==> config.mk <==
export PLATFORM = sky130hd
export DESIGN_NAME = stepper_step_generator_with_homing
export DESIGN_NICKNAME = d
export VERILOG_FILES = /design/src/hdl/ssgh_pkg.sv /design/src/hdl/stepper_step_generator_with_homing.sv
export SDC_FILE = /design/constraint.sdc
export NUM_CORES = 1
export LEC_CHECK = 0
export BUFFER_PORTS_ARGS = -buffer_cell sky130_fd_sc_hd__buf_2
export CORE_ASPECT_RATIO = 0.6
export CORE_MARGIN = 4
export CORE_UTILIZATION = 37
export CTS_BUF_LIST = sky130_fd_sc_hd__clkbuf_16
export DETAILED_ROUTE_END_ITERATION = 10
export PLACE_DENSITY = 0.53
export SLEW_MARGIN = 20
export SYNTH_ARGS = -nofsm -noshare
export SYNTH_HDL_FRONTEND = slang
export SYNTH_SLANG_ARGS = --single-unit
==> constraint.sdc <==
create_clock -name clk -period 36.4 [get_ports clk]
set_input_delay 7.28 -clock clk [delete_from_list [all_inputs] [get_ports clk]]
set_output_delay 7.28 -clock clk [all_outputs]
set_load 0.05 [all_outputs]
==> src/hdl/ssgh_pkg.sv <==
package ssgh_pkg;

	localparam int CmdWidth    = 3;
	localparam int RegWidth    = 24;
	localparam int PosWidth    = 32;
	localparam int IdxWidth    = 2;
	localparam int InDataWidth  = 56;
	localparam int OutDataWidth = 72;
	localparam int HomingChunk = 200;

	typedef enum logic [CmdWidth-1:0] {
		KIND_TICK     = 3'd0,
		KIND_MOVE     = 3'd1,
		KIND_STOP     = 3'd2,
		KIND_HOME     = 3'd3,
		KIND_OVERRIDE = 3'd4,
		KIND_ORIGIN   = 3'd5
	} kind_t;

	typedef enum logic [1:0] {
		ST_READY     = 2'd0,
		ST_DRIVING   = 2'd1,
		ST_HOMING    = 2'd2,
		ST_OVERLIMIT = 2'd3
	} status_t;

	typedef enum logic [IdxWidth-1:0] {
		REG_MAX_POSITION = 2'd0,
		REG_FAST_IVL     = 2'd1,
		REG_SLOW_IVL     = 2'd2,
		REG_BACKOFF      = 2'd3
	} reg_idx_t;

endpackage

==> src/hdl/stepper_step_generator_with_homing.sv <==
// Channel  | Signals                       | Content
// s_axis   | tvalid tready tdata tuser     | command: tuser = kind, tdata = move fields
// m_axis   | tvalid tready tdata           | one result per command
// cfg      | cfg_we cfg_index cfg_data     | register writes, no read-back
//
// One command per cycle while s_axis_tready is high; its result appears in the output register in the following cycle.
// All state update is one combinational pass from the state registers.
// s_axis_tready is high while the output register is empty or being taken.
// arst_n clears all state to its reset values and empties the output register.
module stepper_step_generator_with_homing #(
	parameter int LIMIT_MARGIN = 50,
	parameter int COUNT_WIDTH  = 24
) (
	input  logic                               clk,
	input  logic                               arst_n,
	input  logic                               s_axis_tvalid,
	output logic                               s_axis_tready,
	// [23:0] move_steps, [24] direction, [48:25] step_interval,
	// [49] limit_switch, [50] override_value, [55:51] zero
	input  logic [ssgh_pkg::InDataWidth-1:0]   s_axis_tdata,
	// [2:0] kind
	input  logic [ssgh_pkg::CmdWidth-1:0]      s_axis_tuser,
	output logic                               m_axis_tvalid,
	input  logic                               m_axis_tready,
	// [0] step_level, [1] dir_level, [2] stepped, [4:3] status,
	// [36:5] abs_position, [68:37] work_position, [71:69] zero
	output logic [ssgh_pkg::OutDataWidth-1:0]  m_axis_tdata,
	input  logic                               cfg_we,
	input  logic [ssgh_pkg::IdxWidth-1:0]      cfg_index,
	input  logic [ssgh_pkg::RegWidth-1:0]      cfg_data
);
	import ssgh_pkg::*;

	typedef enum logic [1:0] {
		STAGE_SEEK    = 2'd0,
		STAGE_BACKOFF = 2'd1,
		STAGE_SLOW    = 2'd2
	} stage_t;

	localparam int CW = COUNT_WIDTH;
	localparam int LW = PosWidth + 2;
	localparam logic [CW-1:0] CountMax = {CW{1'b1}};
	localparam logic [LW-1:0] Margin = LW'(LIMIT_MARGIN);

	logic [RegWidth-1:0] max_pos_q, fast_ivl_q, slow_ivl_q, backoff_q;
	logic [PosWidth-1:0] pos_q, org_q;
	logic [CW-1:0]       left_q, ivl_q, el_q;
	logic                mdir_q, pin_q, dpin_q, ovr_q, busy_q;
	status_t             st_q;
	stage_t              stage_q;

	logic [PosWidth-1:0] pos_n, org_n;
	logic [CW-1:0]       left_n, ivl_n, el_n;
	logic                mdir_n, pin_n, dpin_n, ovr_n, busy_n;
	status_t             st_n;
	stage_t              stage_n;
	logic                stepped;

	logic                ld_en, ld_dir, try_en, over, allowed;
	logic [CW-1:0]       ld_steps, ld_ivl;
	logic signed [LW-1:0] pos_x, n_x, upper_x;

	logic                    accept;
	logic                    out_valid_q;
	logic [OutDataWidth-1:0] out_data_s1;

	kind_t                   kind;
	logic [RegWidth-1:0]     in_steps, in_ivl;
	logic                    in_dir, in_limit, in_ovr;

	assign kind     = kind_t'(s_axis_tuser);
	assign in_steps = s_axis_tdata[23:0];
	assign in_dir   = s_axis_tdata[24];
	assign in_ivl   = s_axis_tdata[48:25];
	assign in_limit = s_axis_tdata[49];
	assign in_ovr   = s_axis_tdata[50];

	assign s_axis_tready = !out_valid_q || m_axis_tready;
	assign accept        = s_axis_tvalid && s_axis_tready;

	assign pos_x   = $signed({{2{pos_q[PosWidth-1]}}, pos_q});
	assign n_x     = $signed(LW'(ld_steps));
	assign upper_x = $signed(LW'(max_pos_q) - Margin);
	assign over    = ld_dir ? (pos_x + n_x > upper_x) : (pos_x - n_x < $signed(Margin));

	always_comb begin
		pos_n   = pos_q;
		org_n   = org_q;
		left_n  = left_q;
		ivl_n   = ivl_q;
		el_n    = el_q;
		mdir_n  = mdir_q;
		pin_n   = pin_q;
		dpin_n  = dpin_q;
		ovr_n   = ovr_q;
		busy_n  = busy_q;
		st_n    = st_q;
		stage_n = stage_q;
		stepped = 1'b0;
		ld_en    = 1'b0;
		ld_dir   = 1'b0;
		ld_steps = CW'(in_steps);
		ld_ivl   = CW'(in_ivl);
		try_en   = 1'b0;
		allowed  = 1'b0;

		case (kind)
			KIND_TICK: begin
				if (el_q != CountMax)
					el_n = el_q + 1'b1;
				if (busy_q) begin
					ld_steps = CW'(HomingChunk);
					case (stage_q)
						STAGE_SEEK: begin
							if (in_limit) begin
								stage_n = STAGE_BACKOFF;
								pos_n = '0;
								left_n = '0;
								mdir_n = 1'b0;
								ivl_n = '0;
							end else begin
								ld_en  = 1'b1;
								ld_dir = 1'b0;
								ld_ivl = CW'(fast_ivl_q);
								try_en = 1'b1;
							end
						end
						STAGE_BACKOFF: begin
							if ($signed(pos_q) > $signed({1'b0, backoff_q})) begin
								stage_n = STAGE_SLOW;
							end else begin
								ld_en  = 1'b1;
								ld_dir = 1'b1;
								ld_ivl = CW'(fast_ivl_q);
								try_en = 1'b1;
							end
						end
						default: begin
							if (in_limit) begin
								pos_n = '0;
								left_n = '0;
								mdir_n = 1'b0;
								ivl_n = '0;
								ovr_n = 1'b0;
								stage_n = STAGE_SEEK;
								busy_n = 1'b0;
								st_n = ST_READY;
							end else begin
								ld_en  = 1'b1;
								ld_dir = 1'b0;
								ld_ivl = CW'(slow_ivl_q);
								try_en = 1'b1;
							end
						end
					endcase
				end else begin
					try_en = 1'b1;
				end
			end
			KIND_MOVE: begin
				if (!busy_q) begin
					ld_en  = 1'b1;
					ld_dir = in_dir;
				end
			end
			KIND_STOP: begin
				if (!busy_q) begin
					left_n = '0;
					mdir_n = 1'b0;
					ivl_n = '0;
				end
			end
			KIND_HOME: begin
				if (!busy_q) begin
					busy_n = 1'b1;
					stage_n = STAGE_SEEK;
					ovr_n = 1'b1;
					st_n = ST_HOMING;
				end
			end
			KIND_OVERRIDE: begin
				if (!busy_q)
					ovr_n = in_ovr;
			end
			KIND_ORIGIN: begin
				if (!busy_q)
					org_n = pos_q;
			end
			default: begin
			end
		endcase

		if (ld_en) begin
			if (over && !ovr_q) begin
				st_n = ST_OVERLIMIT;
				left_n = '0;
				mdir_n = 1'b0;
				ivl_n = '0;
			end else begin
				left_n = ld_steps;
				mdir_n = ld_dir;
				ivl_n = ld_ivl;
			end
		end

		if (try_en) begin
			if (left_n == '0 && st_n == ST_DRIVING)
				st_n = ST_READY;
			allowed = (st_n != ST_OVERLIMIT) || ovr_n;
			if (el_n > ivl_n && left_n != '0 && allowed) begin
				stepped = 1'b1;
				if (st_n != ST_HOMING)
					st_n = ST_DRIVING;
				dpin_n = mdir_n;
				pin_n = !pin_q;
				el_n = '0;
				pos_n = mdir_n ? pos_n + 1'b1 : pos_n - 1'b1;
				left_n = left_n - 1'b1;
			end
		end
	end

	always_ff @(posedge clk or negedge arst_n) begin
		if (!arst_n) begin
			max_pos_q  <= RegWidth'(10000);
			fast_ivl_q <= RegWidth'(200);
			slow_ivl_q <= RegWidth'(500);
			backoff_q  <= RegWidth'(5000);
		end else if (cfg_we) begin
			case (reg_idx_t'(cfg_index))
				REG_MAX_POSITION: max_pos_q  <= cfg_data;
				REG_FAST_IVL:     fast_ivl_q <= cfg_data;
				REG_SLOW_IVL:     slow_ivl_q <= cfg_data;
				REG_BACKOFF:      backoff_q  <= cfg_data;
				default: begin
				end
			endcase
		end
	end

	always_ff @(posedge clk or negedge arst_n) begin
		if (!arst_n) begin
			pos_q   <= '0;
			org_q   <= '0;
			left_q  <= '0;
			ivl_q   <= '0;
			el_q    <= '0;
			mdir_q  <= 1'b0;
			pin_q   <= 1'b0;
			dpin_q  <= 1'b0;
			ovr_q   <= 1'b0;
			busy_q  <= 1'b0;
			st_q    <= ST_READY;
			stage_q <= STAGE_SEEK;
		end else if (accept) begin
			pos_q   <= pos_n;
			org_q   <= org_n;
			left_q  <= left_n;
			ivl_q   <= ivl_n;
			el_q    <= el_n;
			mdir_q  <= mdir_n;
			pin_q   <= pin_n;
			dpin_q  <= dpin_n;
			ovr_q   <= ovr_n;
			busy_q  <= busy_n;
			st_q    <= st_n;
			stage_q <= stage_n;
		end
	end

	always_ff @(posedge clk or negedge arst_n) begin
		if (!arst_n) begin
			out_valid_q <= 1'b0;
		end else if (accept) begin
			out_valid_q <= 1'b1;
		end else if (m_axis_tready) begin
			out_valid_q <= 1'b0;
		end
	end

	always_ff @(posedge clk) begin
		if (accept)
			out_data_s1 <= {3'b000, pos_n - org_n, pos_n, st_n, stepped, dpin_n, pin_n};
	end

	assign m_axis_tvalid = out_valid_q;
	assign m_axis_tdata  = out_data_s1;

endmodule

* Word-level counts from Yosys, hierarchy flattened *
Cells that the tools add are included.

storage, ports and cells
  register bits after elaboration = 311
  bits of input ports = 90

cells by class
  $add $sub $neg = 8
  order comparisons = 4
  equality and inequality tests = 18
  muxes and demuxes = 92
  reduce and logical (&&, ||, !) cells = 24

operators with widths
  cell                     number
  $mux W24                 25
  $mux W32                 9
  $pmux W24 S2             3
  $add A32 B25 Y33         1
  $gt A33 B25 Y1           1
  $lt A33 B7 Y1 const B    1
  $sub A32 B25 Y33         1
  $add A32 B1 Y32 const B  1
  $gt A32 B25 Y1           1
  $mux W2                  16
  $sub A32 B1 Y32 const B  1
  $sub A32 B32 Y32         1
  $mux W1                  31
  $sub A24 B6 Y25 const B  1
  $add A24 B1 Y24 const B  1
  $gt A24 B24 Y1           1
  $logic_not A24 Y1        1
  $ne A24 B24 Y1 const B   1
  $reduce_bool A24 Y1      1
  $sub A24 B1 Y24 const B  1
  $pmux W2 S2              3
  $reduce_and A2 Y1        5
  $ne A2 B2 Y1 const B     4
  $pmux W1 S2              4
  other kinds (16)         31

* Longest topological paths before layout *
  depth after elaboration = 19
  mapped depth = 77
  gate-level depth less buffers = 70

* Worst setup path before layout *
OpenSTA, ideal clock, no wires.

  path type = input -> register
  start = input port s_axis_tuser[1] (netlist name)
  end = register out_data_s1[65], in the netlist m_axis_tdata[65], data pin
  library setup time = 0.265 ns
  arrival = 20.782 ns
  path slack = 15.353 ns
  stages = 77
  path buffers = 8
  path through = clkbuf_1 -> nor4b_1 -> clkbuf_1 -> clkbuf_1 -> clkbuf_1 -> nor2b_1 -> ha_1 -> buf_2 -> a21oi_1 -> nor2_1 -> nor2_1 -> o21bai_1 -> a21oi_1 -> o21bai_1 -> a21oi_1 -> o21bai_1 -> a21oi_1 -> o21bai_1 -> [... 41 more ...] -> a21boi_0 -> o21ai_0 -> a21boi_0 -> o21ai_0 -> a21boi_0 -> o21ai_0 -> a21boi_0 -> or2_2 -> nand3_1 -> o221a_2 -> nand3_1 -> o221ai_1 -> a311oi_1 -> a41oi_1 -> a21oi_1 -> a211oi_1 -> o21ai_0 -> xor2_1

on the way
  cells in the longest elaborated chain, start to end = 18
  elaborated cells between the ends (all ways) = 50
  those cells by class = add/sub (5); order compare (3); eq/ne (7); mux (27); reduce/logical (8)

ends and longest elaborated chain
  element                                                                    line                                       source
  start, declared                                                            stepper_step_generator_with_homing.sv:22   input logic [ssgh_pkg::CmdWidth-1:0] s_axis_tuser,
  parallel branches: the longest is 17 deep, another holds $sub A32 B25 Y33  -
  $sub A32 B32 Y32 *                                                         stepper_step_generator_with_homing.sv:283  out_data_s1 <= {3'b000, pos_n - org_n, pos_n, st_n, stepped, dpin_n, pin_n};
  end signal, assigned                                                       stepper_step_generator_with_homing.sv:283
  end, declared                                                              stepper_step_generator_with_homing.sv:65   logic [OutDataWidth-1:0] out_data_s1;

Mark *: on every way between the ends. The select of a mux whose other input is x is not followed.
A chain may end at the register's enable or synchronous reset.

* Worst setup path in the final report *
  start = input port s_axis_tuser[1] (netlist name)
  end = register out_data_s1[67], in the netlist m_axis_tdata[67], data pin

on the way
  cells in the longest elaborated chain, start to end = 18
  elaborated cells between the ends (all ways) = 50
  those cells by class = add/sub (5); order compare (3); eq/ne (7); mux (27); reduce/logical (8)

ends and longest elaborated chain
  element                                                                    line                                       source
  parallel branches: the longest is 16 deep, another holds $sub A32 B25 Y33  -
  $mux W32 *                                                                 stepper_step_generator_with_homing.sv:206  if (try_en) begin
  via pos_n[5]                                                               stepper_step_generator_with_homing.sv:52   logic [PosWidth-1:0] pos_n, org_n;
  $sub A32 B32 Y32 *                                                         stepper_step_generator_with_homing.sv:283

Mark *: on every way through the listed nets, which the timed path passes. The select of a mux whose other input is x is not followed.

==> flow_summary_export.csv <==
group,metric,value,unit
run_status,outcome,"completed",
detailed_routing,met2WireLength,29900,um
flow_run,drv_cap,0,
detailed_routing,firstDrtPassIters,6,
global_route,grt_pass1_wl,122000,um
global_route,grt_max_degree,113,
synth,syn_area,23600,um2
detailed_routing,avgViaCountPerCell,5.70,
floorplan,rows,71,
timing,tightestPinTransition,1.16,ns
power_and_ir_drop,switching_power,910,uW
timing,max_freq,0.0415,GHz
synth,synth_fa_ha_area_frac,0.109,
synth,synthArstFlopShare,0.778,
clock_tree,ctsRootBufferMaster,"clkbuf_16",
synth,synth.distinct_cells,95,
timing,maxSlewHeadroom,0.218,
cells_and_area,multiInputGateArea,14500,um2
detailed_routing,wl,79700,um
power_and_ir_drop,clockPowerShare,0.183,
clock_tree,clockBufferDepth,3,
synth,yosys.area_share.xor_xnor,0.0520,
synth,synth_simple_gate_area_frac,0.184,
synth,muxShareOfSynthArea,0.0866,
worst_setup_path,start_kind,"primary input",
clock_tree,clock_latency,0.57,ns
timing,tns,0,ns
timing,hold_violations,0,
synth,synth_area_per_cell,8.76,um2
clock_tree,cts_resized,0,
worst_setup_path,rrSetupSlack,18.65,ns
global_route,grt_pass1_vias,19657,
global_route,grt.total_usage,0.230,
detailed_routing,drtIter0Drc,1986,
cells_and_area,areaGrowthSynthToFinish,12.0,%
place,dp_cells,3597,
place,place_area,25200,um2
worst_setup_path,path_depth,72,
timing,drv_slew,0,
synth,synth_ff_type,"dfrtp_1",
global_route,grt_remaining_overflow,0,
floorplan,die_area,67900,um2
detailed_routing,highest_layer,"met5",
power_and_ir_drop,p_sw_frac,0.451,
clock_tree,postCtsHoldBufs,0,
floorplan,chipHeight,203,um
synth,netlist_instances,2691,
timing,finClkSkew,0.0198,ns
timing,rsz0062_at_grt,"false",
worst_setup_path,crit_start,"s_axis_tuser[1]",
timing,min_period_over_period,0.663,
clock_tree,path_clk_slew,0.06,ns
worst_setup_path,critPathTopFamily,"compound AO/OA/AOI/OAI gates",
cells_and_area,final_cells,3664,
power_and_ir_drop,seqPwrFrac,0.266,
clock_tree,clock_sinks,311,
clock_tree,numCtsBuffers,36,
clock_tree,cts_tree,"built",
synth,synth.yosys.warnings,0,
worst_setup_path,path_class,"in2reg",
cells_and_area,final_area,26400,um2
synth,synth_seq_area_share,0.346,
worst_setup_path,arrival,24.41,ns
floorplan,io_pins,164,
floorplan,die_w,334,um
timing,fin_crit,24.12,ns
worst_setup_path,critical_path_required,36.69,ns
worst_setup_path,rr_startpoint,"busy_q",
worst_setup_path,cp_max_fo,60,
clock_tree,post_cts_buffers,0,
timing,setup_viol,0,
floorplan,core_area,62800,um2
floorplan,initial_core_util,0.375,
place,port_buffers,155,
worst_setup_path,r2r-end,"m_axis_tdata[67]",
place,hpwl,61200,um
detailed_routing,wl_per_cell,21.7,um
power_and_ir_drop,power_density,76.5,nW/um2
cells_and_area,fill_cells,6246,
synth,synth_edf_count,69,
worst_setup_path,cp_slowest_cell,"buf_4",
detailed_routing,detail-route-antenna-nets,0,
global_route,antenna_found_initial,7,
synth,ys_ff_latch,311,
synth,synth_compound_area_frac,0.183,
detailed_routing,drcViolationCount,0,
cells_and_area,nets,3089,
detailed_routing,vias,20876,
worst_setup_path,max_stage_delay,0.66,ns
power_and_ir_drop,p_comb_frac,0.551,
worst_setup_path,r2r_cells,71,
power_and_ir_drop,total_leakage_power,11.5,nW
worst_setup_path,cp-endpoint,"m_axis_tdata[67]",
cells_and_area,drive_gt1_frac,0.148,
power_and_ir_drop,vdd_drop_max,0.0000351,V
hold_path,worstHoldPathType,"reg2reg",
cells_and_area,regArea,8150,um2
worst_setup_path,worstSetupEndpointType,"flop",
synth,synth_top_family_by_area,"simple AND/OR/NAND/NOR gates",
detailed_routing,wl_met3,6730,um
worst_setup_path,critPathBufInv,6,
detailed_routing,wl_met1,41700,um
power_and_ir_drop,internal-power,1.11,mW
clock_tree,cts-htree-levels,2,
place,gp_congestion,0.929,
worst_setup_path,cp_common_cell,"a21oi_1",
## layout make-up
| cell class | count | area share |
|---|---|---|
| sequential | 311 | 0.309 |
| inverter | 124 | 0.0178 |
| tap | 839 | 0.0398 |
| timing repair buffer | 185 | 0.0383 |
| clock buffer | 39 | 0.0370 |
| clock inverter | 25 | 0.00745 |
| antenna | 3 | 0.000285 |
| multi-input combinational | 2138 | 0.550 |
## Yosys cell counts, types with 25 or more instances
cell / instances / area (um2)
edfxtp_1: 69 / 2070
clkbuf_1: 93 / 349
nor4_1: 30 / 188
a21o_1: 29 / 218
nand2b_1: 25 / 156
nor2_1: 187 / 702
a22oi_1: 37 / 278
xnor2_1: 97 / 850
mux2i_1: 67 / 671
dfrtp_1: 223 / 5580
a21oi_1: 171 / 856
mux2_2: 119 / 1340
nand3_1: 52 / 260
and2_1: 33 / 206
o21ai_0: 244 / 1220
ha_1: 199 / 2490
inv_1: 123 / 462
nor3_1: 58 / 290
xor2_1: 41 / 359
nand4_1: 31 / 194
nor2b_1: 52 / 325
nand2_1: 350 / 1310
## cells by family after synthesis
group           count (synthesis)
compound gates                693
other cells                     1
buf+inv                       244
fa+ha+maj                     203
simple gates                  912
mux                           188
flops                         311
xor+xnor                      139
## cell usage in the layout (no fill, tap or decap), types with 52 or more instances in the layout
cell	n
edfxtp_1	69
nor3_1	58
xnor2_1	97
a21oi_1	170
buf_2	154
nand2_1	349
nor2b_1	52
nor2_1	187
dfrtp_1	223
inv_1	131
mux2_2	119
nand3_1	52
mux2i_1	67
o21ai_0	244
ha_1	199
## tightest hold or removal path, cell delays in order, from the launching register on
cell and delay [ns]:
dfrtp_1 0.33, nand2_1 0.05, nand2_1 0.05
## registers in the layout, indices dropped and copies added, names as in the netlist, 24 cells and up
| name | count |
|---|---|
| fast_ivl_q | 24 |
| slow_ivl_q | 24 |
| m_axis_tdata | 69 |
| pos_q | 32 |
| backoff_q | 24 |
| max_pos_q | 24 |
| el_q | 24 |
| org_q | 32 |
| ivl_q | 24 |
| left_q | 24 |
## layer usage
| metal | track usage | up-vias |
|---|---|---|
| met3 | 0.0467 | 80 |
| met5 | 0 | - |
| met1 | 0.381 | 10155 |
| met2 | 0.298 | 714 |
| met4 | 0.0452 | 2 |
| li1 | - | 9925 |
## worst min-delay path by stage
stage | slack, ns | to | from | cells past startpoint
2_1_floorplan | 0.44 | org_q[0] | org_q[0] | 2
4_1_cts | 0.47 | org_q[0] | org_q[0] | 2
5_1_grt | 0.50 | org_q[15] | org_q[15] | 2
3_5_place_dp | 0.46 | org_q[0] | org_q[0] | 2
3_3_place_gp | 0.46 | org_q[0] | org_q[0] | 2
6_report | 0.47 | org_q[0] | org_q[0] | 2
## power groups by stage
stage | sequential, mW | clock (mW) | combinational, mW
global route | 0.546 | 0.397 | 1.24
detailed placement | 0.541 | 0 | 1.10
global placement | 0.539 | 0 | 1.07
floorplan | 0.593 | 0 | 0.757
finish | 0.536 | 0.370 | 1.11
CTS | 0.536 | 0.383 | 1.10
## metrics by stage
stage               setup WS [ns]  utilization  hold slack, ns  total power, mW
global placement            12.35        0.401           0.457             1.61
floorplan                   15.35            -           0.442             1.35
CTS                         12.68        0.420           0.472             2.02
global route                11.23        0.420           0.500             2.18
detailed placement          12.17        0.401           0.459             1.64
finish                      12.28        0.420           0.467             2.02
Power figures use the tool's default switching activity.
